$ cat src/design/sarf_pkg.sv
// Shared types and constants for the sorted address range filter.
`default_nettype none
package sarf_pkg;

	localparam int MAX_RANGES = 8;
	localparam int ADDR_W     = 48;
	localparam int IDX_W      = (MAX_RANGES > 1) ? $clog2(MAX_RANGES) : 1;
	localparam int CNT_W      = $clog2(MAX_RANGES + 1);
	localparam int COUNT_W    = 4;

	localparam logic [1:0] MODE_INSERT = 2'd0;
	localparam logic [1:0] MODE_CLEAR  = 2'd1;
	localparam logic [1:0] MODE_LOOKUP = 2'd2;

	localparam logic [1:0] STATUS_OK        = 2'd0;
	localparam logic [1:0] STATUS_FULL      = 2'd1;
	localparam logic [1:0] STATUS_BAD_RANGE = 2'd2;

	typedef struct packed {
		logic [1:0]        mode;
		logic [ADDR_W-1:0] range_start;
		logic [ADDR_W-1:0] range_end;
		logic [ADDR_W-1:0] query_address;
	} item_t;

	typedef struct packed {
		logic [1:0]         status;
		logic               filtered_out;
		logic [COUNT_W-1:0] entry_count;
	} result_t;

	typedef struct packed {
		logic [ADDR_W-1:0] lo;
		logic [ADDR_W-1:0] hi;
	} entry_t;

	typedef struct packed {
		logic             we;
		logic [IDX_W-1:0] waddr;
		entry_t           wdata;
		logic             re;
		logic [IDX_W-1:0] raddr;
	} mem_req_t;

	typedef enum logic [1:0] {
		S_IDLE,
		S_SCAN,
		S_PLACE,
		S_DONE
	} state_t;

endpackage
`default_nettype wire

$ cat src/design/sarf_if.sv
// Valid/ready channel interfaces for items and results.
`default_nettype none
interface sarf_item_if import sarf_pkg::*; ();
	logic  valid;
	logic  ready;
	item_t data;

	modport source (output valid, output data, input ready);
	modport sink (input valid, input data, output ready);
endinterface

interface sarf_result_if import sarf_pkg::*; ();
	logic    valid;
	logic    ready;
	result_t data;

	modport source (output valid, output data, input ready);
	modport sink (input valid, input data, output ready);
endinterface
`default_nettype wire

$ cat src/design/sorted_address_range_filter.sv
// Top level of the sorted address range filter: sequencer plus range table RAM.
//
//   channel  dir  handshake       payload
//   item     in   valid / ready   mode, range_start, range_end, query_address
//   result   out  valid / ready   status, filtered_out, entry_count
//
// One item at a time. Clear, full, bad range, empty-table and unused-mode items
// go from acceptance through S_DONE into the result register. A lookup first walks n
// entries in S_SCAN (one RAM read per cycle, n <= 8). An insert into a filled table
// shifts n entries down one slot in S_SCAN, then the new range is written (S_SCAN or S_PLACE).
// The table RAM holds no reset; only the count and control are cleared by arst_n.
// A waiting result holds in the output register; the next item is taken meanwhile.
`default_nettype none
module sorted_address_range_filter import sarf_pkg::*; (
	input  wire logic     clk,
	input  wire logic     arst_n,
	sarf_item_if.sink     item,
	sarf_result_if.source result
);

	mem_req_t mem_req;
	entry_t   rd_data;

	sarf_ctrl u_ctrl (
		.clk     (clk),
		.arst_n  (arst_n),
		.item    (item),
		.result  (result),
		.mem_req (mem_req),
		.rd_data (rd_data)
	);

	sarf_ram #(
		.DATA_W ($bits(entry_t)),
		.DEPTH  (MAX_RANGES),
		.ADDR_W (IDX_W)
	) u_ram (
		.clk   (clk),
		.we    (mem_req.we),
		.waddr (mem_req.waddr),
		.wdata (mem_req.wdata),
		.re    (mem_req.re),
		.raddr (mem_req.raddr),
		.rdata (rd_data)
	);

`ifndef ASSERT_OFF
	// A shift never reads the slot it writes in the same cycle, so no forwarding.
	a_no_rw_overlap: assert property (@(posedge clk) disable iff (!arst_n)
		(mem_req.we && mem_req.re) |-> (mem_req.waddr != mem_req.raddr))
		else $error("RAM read and write hit the same entry");

	a_count_range: assert property (@(posedge clk) disable iff (!arst_n)
		result.valid |-> (result.data.entry_count <= COUNT_W'(MAX_RANGES)))
		else $error("entry count beyond table depth");

	a_fail_passes: assert property (@(posedge clk) disable iff (!arst_n)
		(result.valid && (result.data.status != STATUS_OK)) |-> !result.data.filtered_out)
		else $error("failed insert reported a filter decision");

	a_one_at_a_time: assert property (@(posedge clk) disable iff (!arst_n)
		(item.valid && item.ready) |=> !item.ready)
		else $error("second transaction taken while one is in progress");
`endif

endmodule
`default_nettype wire

$ cat src/design/sarf_ram.sv
// Generic single-write, single-read synchronous RAM with registered read data.
`default_nettype none
module sarf_ram #(
	parameter int DATA_W = 96,
	parameter int DEPTH  = 8,
	parameter int ADDR_W = 3
) (
	input  wire logic              clk,
	input  wire logic              we,
	input  wire logic [ADDR_W-1:0] waddr,
	input  wire logic [DATA_W-1:0] wdata,
	input  wire logic              re,
	input  wire logic [ADDR_W-1:0] raddr,
	output      logic [DATA_W-1:0] rdata
);

	logic [DATA_W-1:0] mem [DEPTH];

	always_ff @(posedge clk) begin
		if (we) begin
			mem[waddr] <= wdata;
		end
	end

	always_ff @(posedge clk) begin
		if (re) begin
			rdata <= mem[raddr];
		end
	end

endmodule
`default_nettype wire

$ cat src/design/sarf_ctrl.sv
// Sequencer: walks the range table in memory for lookups and shifting inserts.
`default_nettype none
module sarf_ctrl import sarf_pkg::*; (
	input  wire logic   clk,
	input  wire logic   arst_n,
	sarf_item_if.sink   item,
	sarf_result_if.source result,
	output mem_req_t    mem_req,
	input  wire entry_t rd_data
);

	state_t            state_q, state_d;
	logic [IDX_W-1:0]  k_q;
	logic [CNT_W-1:0]  cnt_q;
	item_t             op_q;
	result_t           pend_q;
	result_t           res_q;
	logic              res_valid_q;

	logic              accept;
	logic              is_full;
	logic              bad_range;
	logic              needs_scan;
	logic              look_below;
	logic              look_in;
	logic              look_last;
	logic              look_end;
	logic              ins_shift;
	logic              k_zero;
	logic              fin;
	result_t           fin_res;
	logic [CNT_W-1:0]  cnt_next;
	logic              load_out;
	entry_t            new_entry;

	assign accept     = item.valid && item.ready;
	assign is_full    = cnt_q >= CNT_W'(MAX_RANGES);
	assign bad_range  = item.data.range_end < item.data.range_start;
	assign needs_scan = (cnt_q != '0) &&
		((item.data.mode == MODE_LOOKUP) ||
		 ((item.data.mode == MODE_INSERT) && !is_full && !bad_range));

	assign look_below = op_q.query_address < rd_data.lo;
	assign look_in    = op_q.query_address <= rd_data.hi;
	assign look_last  = (CNT_W'({1'b0, k_q}) + CNT_W'(1)) == cnt_q;
	assign look_end   = look_below || look_in || look_last;
	assign ins_shift  = op_q.range_start < rd_data.lo;
	assign k_zero     = k_q == '0;
	assign new_entry  = '{lo: op_q.range_start, hi: op_q.range_end};

	// Result and count for the item that finishes this cycle
	always_comb begin
		fin      = 1'b0;
		fin_res  = '{status: STATUS_OK, filtered_out: 1'b0, entry_count: COUNT_W'(cnt_q)};
		cnt_next = cnt_q;
		unique case (state_q)
			S_IDLE: begin
				if (accept && !needs_scan) begin
					fin = 1'b1;
					priority case (item.data.mode)
						MODE_INSERT: begin
							if (is_full) begin
								fin_res.status = STATUS_FULL;
							end else if (bad_range) begin
								fin_res.status = STATUS_BAD_RANGE;
							end else begin
								cnt_next = CNT_W'(1);
							end
						end
						MODE_CLEAR: begin
							cnt_next = '0;
						end
						default: begin
						end
					endcase
				end
			end
			S_SCAN: begin
				if (op_q.mode == MODE_LOOKUP) begin
					if (look_end) begin
						fin = 1'b1;
						fin_res.filtered_out = look_below || !look_in;
					end
				end else if (!ins_shift) begin
					fin      = 1'b1;
					cnt_next = cnt_q + CNT_W'(1);
				end
			end
			S_PLACE: begin
				fin      = 1'b1;
				cnt_next = cnt_q + CNT_W'(1);
			end
			S_DONE: begin
			end
		endcase
		fin_res.entry_count = COUNT_W'(cnt_next);
	end

	// Next state
	always_comb begin
		state_d = state_q;
		unique case (state_q)
			S_IDLE: begin
				if (accept) begin
					state_d = needs_scan ? S_SCAN : S_DONE;
				end
			end
			S_SCAN: begin
				if (op_q.mode == MODE_LOOKUP) begin
					if (look_end) begin
						state_d = S_DONE;
					end
				end else if (!ins_shift) begin
					state_d = S_DONE;
				end else if (k_zero) begin
					state_d = S_PLACE;
				end
			end
			S_PLACE: begin
				state_d = S_DONE;
			end
			S_DONE: begin
				if (load_out) begin
					state_d = S_IDLE;
				end
			end
		endcase
	end

	// Outputs: memory requests and handshakes
	always_comb begin
		mem_req  = '0;
		load_out = 1'b0;
		unique case (state_q)
			S_IDLE: begin
				mem_req.re    = accept && needs_scan;
				mem_req.raddr = (item.data.mode == MODE_LOOKUP) ? '0 :
					IDX_W'(cnt_q - CNT_W'(1));
				// insert into an empty table goes straight to slot zero
				mem_req.we    = accept && (item.data.mode == MODE_INSERT) &&
					(cnt_q == '0) && !bad_range;
				mem_req.waddr = '0;
				mem_req.wdata = '{lo: item.data.range_start, hi: item.data.range_end};
			end
			S_SCAN: begin
				if (op_q.mode == MODE_LOOKUP) begin
					mem_req.re    = !look_end;
					mem_req.raddr = k_q + IDX_W'(1);
				end else begin
					// move the entry down one slot, or drop the new range in behind it
					mem_req.we    = 1'b1;
					mem_req.waddr = k_q + IDX_W'(1);
					mem_req.wdata = ins_shift ? rd_data : new_entry;
					mem_req.re    = ins_shift && !k_zero;
					mem_req.raddr = k_q - IDX_W'(1);
				end
			end
			S_PLACE: begin
				mem_req.we    = 1'b1;
				mem_req.waddr = '0;
				mem_req.wdata = new_entry;
			end
			S_DONE: begin
				load_out = !res_valid_q || result.ready;
			end
		endcase
	end

	assign item.ready   = state_q == S_IDLE;
	assign result.valid = res_valid_q;
	assign result.data  = res_q;

	always_ff @(posedge clk or negedge arst_n) begin
		if (!arst_n) begin
			state_q     <= S_IDLE;
			cnt_q       <= '0;
			res_valid_q <= 1'b0;
		end else begin
			state_q <= state_d;
			if (fin) begin
				cnt_q <= cnt_next;
			end
			if (load_out) begin
				res_valid_q <= 1'b1;
			end else if (result.ready) begin
				res_valid_q <= 1'b0;
			end
		end
	end

	always_ff @(posedge clk) begin
		if (accept) begin
			op_q <= item.data;
			k_q  <= (item.data.mode == MODE_LOOKUP) ? '0 : IDX_W'(cnt_q - CNT_W'(1));
		end else if (state_q == S_SCAN) begin
			k_q <= (op_q.mode == MODE_LOOKUP) ? k_q + IDX_W'(1) : k_q - IDX_W'(1);
		end
		if (fin) begin
			pend_q <= fin_res;
		end
		if (load_out) begin
			res_q <= pend_q;
		end
	end

endmodule
`default_nettype wire

$ cat src/flat_wrapper.sv
// flat-port wrapper written by rule: the top's interface ports become plain ports
module sorted_address_range_filter_flat import sarf_pkg::*;
  (clk, arst_n, item_valid, item_data, item_ready, result_valid, result_data, result_ready);
  sarf_item_if item_i ();
  sarf_result_if result_i ();
  input  wire logic clk;
  input  wire logic arst_n;
  input wire logic [$bits(item_i.valid)-1:0] item_valid;
  input wire logic [$bits(item_i.data)-1:0] item_data;
  output wire logic [$bits(item_i.ready)-1:0] item_ready;
  output wire logic [$bits(result_i.valid)-1:0] result_valid;
  output wire logic [$bits(result_i.data)-1:0] result_data;
  input wire logic [$bits(result_i.ready)-1:0] result_ready;
  assign item_i.valid = item_valid;
  assign item_i.data = item_data;
  assign item_ready = item_i.ready;
  assign result_valid = result_i.valid;
  assign result_data = result_i.data;
  assign result_i.ready = result_ready;
  sorted_address_range_filter u_core (.clk(clk), .arst_n(arst_n), .item(item_i), .result(result_i));
endmodule
$ cat config.mk
export PLATFORM = sky130hd
export DESIGN_NAME = sorted_address_range_filter_flat
export DESIGN_NICKNAME = d
export VERILOG_FILES = /design/src/design/sarf_pkg.sv /design/src/design/sarf_if.sv /design/src/design/sorted_address_range_filter.sv /design/src/design/sarf_ram.sv /design/src/design/sarf_ctrl.sv /design/src/flat_wrapper.sv
export SDC_FILE = /design/constraint.sdc
export NUM_CORES = 2
export LEC_CHECK = 0
export BUFFER_PORTS_ARGS = -buffer_cell sky130_fd_sc_hd__buf_2
export CAP_MARGIN = 20
export CORE_MARGIN = 3
export CORE_UTILIZATION = 45
export DETAILED_ROUTE_END_ITERATION = 7
export PLACE_DENSITY = 0.57
export SLEW_MARGIN = 40
export SYNTH_ARGS = -nofsm -noshare
export SYNTH_HDL_FRONTEND = slang
export SYNTH_HIERARCHICAL = 1
export SYNTH_SLANG_ARGS = --single-unit
$ cat constraint.sdc
create_clock -name clk -period 10.6 [get_ports clk]
set_clock_uncertainty 0.1 [all_clocks]
set_input_delay 1.06 -clock clk [delete_from_list [all_inputs] [get_ports clk]]
set_output_delay 1.06 -clock clk [all_outputs]
set_load 0.01 [all_outputs]
; ---- Yosys cells after proc, flatten, opt, wreduce, memory -nomap -nowiden
; Memories as Yosys holds them, arrays and structs flattened. A register that Yosys moved wholly into a read port is not among the register bits.
; Index checks and enable logic that the tools add are counted.
[classes]
addsub = 5
n_mul = 0
div_mod_pow = 0
n_lt_le_gt_ge = 5
eq_ne = 11
shift = 0
n_mux = 36
bitwise_logic = 3
n_reduce_logical = 33
[ops]
columns = op, count
row1 = $pmux 100 s3, 1
row2 = $lt 48x48->1, 3
row3 = $mux 100, 1
row4 = $mux 96, 1
row5 = $le 48x48->1, 1
row6 = $mux 4, 6
row7 = $mux 2, 8
row8 = $pmux 4 s2, 2
row9 = $mux 3, 4
row10 = $pmux 4 s3, 1
row11 = $logic_and 1x1->1, 10
row12 = $mux 1, 10
row13 = $eq 2x2->1 const B, 4
row14 = $pmux 2 s4, 1
row15 = $logic_not 1->1, 7
row16 = $reduce_and 3->1, 2
row17 = $sub 3x1->3 const B, 2
row18 = $logic_or 1x1->1, 5
row19 = $add 3x1->4 const B, 1
row20 = $add 4x1->4 const B, 1
row21 = $eq 2x1->1 const B, 2
row22 = $eq 4x4->1, 1
row23 = $ge 4x4->1 const B, 1
row24 = $logic_not 2->1, 2
row25 = other kinds (13), 16
[totals]
reg_bits = 170
latchBits = 0
mem_bits_rw = 768
mem_bits_ro = 0
out_inout_bits = 9
memories = 1
[mem_list]
columns = name, words, word_bits, read_ports, rd_ports_with_merged_regs, write_ports, line_no
row1 = u_core.u_ram.mem, 8, 96, 1, 1, 1, sarf_ram.sv:17  ; logic [DATA_W-1:0] mem [DEPTH];

; ---- Logic depth before layout (Yosys ltp)
[logic_depth]
ltp_word = 10
ltp_mapped = 14
depth_no_buf = 12

; ---- Hierarchy
; Netlist, hierarchy kept.
[by_module_without_submodules]
columns = mod, instances, cells_per_inst, area_per_inst_um2
row1 = sarf_ram, 1, 1219, 31766.7
row2 = sarf_ctrl, 1, 1251, 12348.1

; ---- Worst setup path before layout
; Ideal clock, no wire load.
[synth_timing]
kind = input to register
from = in item_data[143]
to = mem u_core.u_ram.mem[4][0] (enable)
arrival_time_ps = 9248
path_slack_ps = 584
cell_stages = 12
n_path_buf = 0
path_cell_list = inv_1 > ha_1 > nand4_1 > nor4_1 > nand2_1 > nor3_1 > a32oi_1 > nand2_1 > a311oi_1 > nor2_1 > nand2_1 > nor3_1
[synth_rtl]
columns = element, line_no
row1 = "start, declared", flat_wrapper.sv:9  ; input wire logic [$bits(item_i.data)-1:0] item_data;
row2 = "end, declared", sarf_ram.sv:17

==> results list <==
* Crit share post-route: 53.3%
- In this run the remaining antenna-violating nets after routing total 0.
- Deepest clock path buffer count: 3
- Post-CTS sizing: 0
* Sequential share of the synthesized area: 70.3%
* Die Span X: approximately 320 um
- In this run the tightest slew margin relative to its limit is 37.6%.
- Fillers: 7882
* Port Buffer Count: ~160
* Crit Path Class: flip-flop to flip-flop
* Syn_area_per_cell: between 15 and 20 um2
* Number of buffers added to fix hold violations after cts: 0
- Once detailed placement completed, the half-perimeter wirelength came to around 77 mm.
- Number of rows created at floorplan: 114
* I/O pin count: 159
- Yosys mapped a number of flops with a built-in enable equal to between 1000 and 1500.
* Slew of the pin with the lowest slew margin: 0.932 ns
- After clock tree synthesis, the clock-pin slew on the worst setup and hold paths is about 0.060 ns.
- Summed over all layers, the routed wires come to between 100 and 150 mm.
* Result of the run: finished, final reports clean
- In this run the clock root is driven by a clkbuf_16.
- Relative to the synthesized area, the layout overhead comes to 13.7%.
- Total Die Area: slightly above 100000 um2
- The path class of the tightest hold or removal check is primary input to async pin.
* Number of global-route vias before repair: between 20000 and 25000
* Post-detailed-route DRC marker count: 0
* Critical path data required time: about 11 ns
- For the final routed database, the setup TNS stands at 0 ns.
- Post-layout net count: about 3000
- Max VDD drop: 0.000301 V
* Synth cell types: 63
- Async S/R FF share, synth: less than 1%
- Crit-path cells: inv_1 > ha_1 > nand4_1 > and4bb_1 > nand2_1 > or4_1 > o221ai_4 > and2_1 > or2_4 > buf_4 > a222oi_1 > nor2_1
- Inserted Clock Buffers: 111
- For this run, the detailed router's first-pass iteration total came to 8.
- Startpoint kind of the worst setup timing path: flip-flop
* Final-layout worst hold slack: between 0.1 and 0.15 ns
* Predominant post-synthesis flop cell: edfxtp_1
* Flop2flop setup slack: a little under 5 ns
* Synth warn: 6
- Total global routing track utilization: 23.4%
* Number of cells in the finished layout apart from fillers: 4059
- For this design, the slowest cell found on the critical path is buf_4.
- Clock latency on the worst-skew pair, taken at its later pin, is between 0.6 and 0.7 ns.
- Data on the critical path arrives at its endpoint at around 6 ns.
- Power spread over the standard cell area amounts to 316 nW/um2.
* Maximum number of pins on one net before global-route repair: between 80 and 90
* Clock tree from TritonCTS: yes
- Cells fill between 50% and 60% of the core in the end.
* Max Cap Violations: 0
* Hold violation count in the final report: 0
* Layout cells sized above 1: 24.5%
- The detailed router finished its first iteration with approximately 3000 violations.
* Wire length of the first global-routing pass: between 150 and 200 mm
- Static timing analysis puts the maximum clock frequency at between 0.15 and 0.2 GHz.
* Overflow left after global routing: 0
* Die H: 319 um
- Largest fanout on the critical path: 41
* Post-CTS Setup Inserts: 0
- STA classifies the critical path endpoint as a flip-flop.
- Across the whole layout, storage elements account for about 31000 um2.
* Area of the mapped netlist: 44100 um2
- Average vias per placed instance: ~6.0
- Setup violations remaining at the end of the flow were counted as 0.
* Unrepaired setup endpoints after global routing: no
- H-tree depth: 3
- The number of placed instances, taps included, is about 3800.
- The tree built by TritonCTS fans out to roughly 1000 sinks.
- Synthesis inferred approximately 1000 register bits.
- Routed wire length per instance: around 29 um
- Mapped Cells: around 2500
- DR vias: approximately 24000
- Leakage power of the design: about 17 nW
- Once the floorplan was initialized, standard cells occupied 45.5% of the core.
- Summing all multi-input logic gate instances after layout gives between 10000 and 15000 um2.
* Area inside the core boundary: 97000 um2
- Critical Path Max Stage Delay: ~0.66 ns
* Tmin final: approximately 5.6 ns
- Number of nets produced by synthesis: 2819
- Routability cong.: around 0.97
* Initial antenna violation count: 19
- The final count of pins violating max slew was 0.
[worst paths after layout]
kind                                              start                            to  depth (start not counted)
worst min register to register  u_core/u_ctrl/pend_q[6]  u_core/u_ctrl/result.data[6]                          0
min in group clk                u_core/u_ctrl/pend_q[6]  u_core/u_ctrl/result.data[6]                          0
worst min-delay path                             arst_n        u_core/u_ctrl/cnt_q[0]                          1
worst max-delay path             u_core/u_ram/rdata[91]       u_core/u_ram/mem[0][17]                         12
worst max register to register   u_core/u_ram/rdata[91]       u_core/u_ram/mem[0][17]                         12
max in group asynchronous                        arst_n    u_core/u_ctrl/result.valid                          1
[flip-flops by register name, indices dropped and copies added, names as in the netlist]
| register | count |
|---|---|
| u_core/u_ctrl/cnt_q | 4 |
| u_core/u_ctrl/k_q | 3 |
| u_core/u_ctrl/new_entry | 96 |
| u_core/u_ctrl/op_q | 50 |
| u_core/u_ctrl/pend_q | 7 |
| u_core/u_ctrl/result.data | 7 |
| u_core/u_ctrl/result.valid | 1 |
| u_core/u_ctrl/state_q | 2 |
| u_core/u_ram/mem | 768 |
| u_core/u_ram/rdata | 96 |
[routing by layer]
| metal | part of all wire (%) | track usage, % |
|---|---|---|
| met4 | 2.7 | 7.14 |
| met2 | 48 | 37.3 |
| met5 | 0.084 | 0 |
| met1 | 42 | 32.5 |
| met3 | 8.2 | 5.00 |
[through the flow]
| step | setup slack (ns) | power, mW | cell area (um2) |
|---|---|---|---|
| after floorplan | 0.584 | 10.3 | 44100 |
| after global placement | 4.27 | 12.0 | 46300 |
| after detailed placement | 4.84 | 12.1 | 46500 |
| after CTS | 5.06 | 16.0 | 50100 |
| after global routing | 4.83 | 16.6 | 50200 |
| final | 4.95 | 15.8 | 50200 |
[synth_stat cells, types with 2 or more instances]
cell type / number / area share (%)
inv_1: 158 / 1.3
o21a_1: 6 / 0.10
o21ai_0: 76 / 0.86
ha_1: 199 / 5.6
or4_1: 2 / 0.034
a211oi_1: 9 / 0.15
nand2b_1: 12 / 0.17
nor2_1: 135 / 1.1
o22ai_1: 3 / 0.043
and3_1: 4 / 0.057
and4_1: 7 / 0.14
o311a_1: 2 / 0.045
buf_2: 13 / 0.15
nand3_1: 10 / 0.11
buf_1: 10 / 0.085
o221ai_1: 2 / 0.040
a32oi_1: 2 / 0.040
clkbuf_1: 60 / 0.51
a222oi_1: 96 / 2.2
xnor2_1: 6 / 0.12
o211ai_1: 11 / 0.19
and2_1: 5 / 0.071
nor4_1: 5 / 0.071
o2bb2ai_1: 2 / 0.040
a31oi_1: 6 / 0.085
xor2_1: 4 / 0.079
a21oi_1: 84 / 0.95
a221oi_1: 4 / 0.079
a22oi_1: 2 / 0.034
mux2_2: 97 / 2.5
mux2i_1: 3 / 0.068
mux4_2: 192 / 9.8
edfxtp_1: 1027 / 70
nor3_1: 14 / 0.16
a21o_1: 4 / 0.068
nand4_1: 28 / 0.40
nor2b_1: 7 / 0.099
a21boi_0: 3 / 0.051
buf_4: 3 / 0.051
dfrtp_1: 7 / 0.40
nand2_1: 106 / 0.90
buf_6: 23 / 0.59
[placed cells by master, fill, tap and decap left out, drive strengths merged, types with 6 or more instances in the layout]
cell	instances
edfxtp	1027
buf	206
ha	199
mux4	192
inv	164
nor2	135
clkbuf	135
nand2	106
mux2	97
a222oi	96
a21oi	84
o21ai	76
clkinv	54
nand4	28
nor3	14
nand2b	12
bufinv	11
o211ai	11
nand3	10
a211oi	9
diode	8
nor2b	7
and4	7
dfrtp	7
o21a	6
a31oi	6
xnor2	6
[worst max-delay path: cells and delay by family (launching register included)]
kind / cells / cell delay (ns)
buf+inv: 2 / 0.78
flops: 1 / 0.50
simple gates: 7 / 2.90
fa+ha+maj: 1 / 0.34
compound gates: 2 / 0.65
[power by group]
part | internal, mW | total (mW) | leakage, nW | switching [mW]
combinational | 2.21 | 5.70 | 6.01 | 3.49
clock | 2.24 | 3.81 | 1.76 | 1.57
sequential | 6.04 | 6.33 | 9.55 | 0.289
total | 10.5 | 15.8 | 17.3 | 5.34
[area by class of cell]
cell class	count	area share, %
diodes	8	0.0399
clock inverters	73	1.26
clock buffers	135	5.89
well taps	1276	3.18
flip-flops and latches	1034	61.8
repair buffers	206	2.55
multi-input cells	1169	24.1
inverters	158	1.20
[logic make-up (layout without fill, tap and decap cells)]
logic type | Yosys count | after routing | synth area share [%]
simple gates | 342 | 342 | 3.50
other cells | 0 | 8 | 0
flops | 1034 | 1034 | 70.3
xor+xnor | 10 | 10 | 0.199
fa+ha+maj | 199 | 199 | 5.64
mux | 292 | 292 | 12.3
buf+inv | 267 | 572 | 2.73
compound gates | 326 | 326 | 5.28
(Power assumes the default switching activity.)
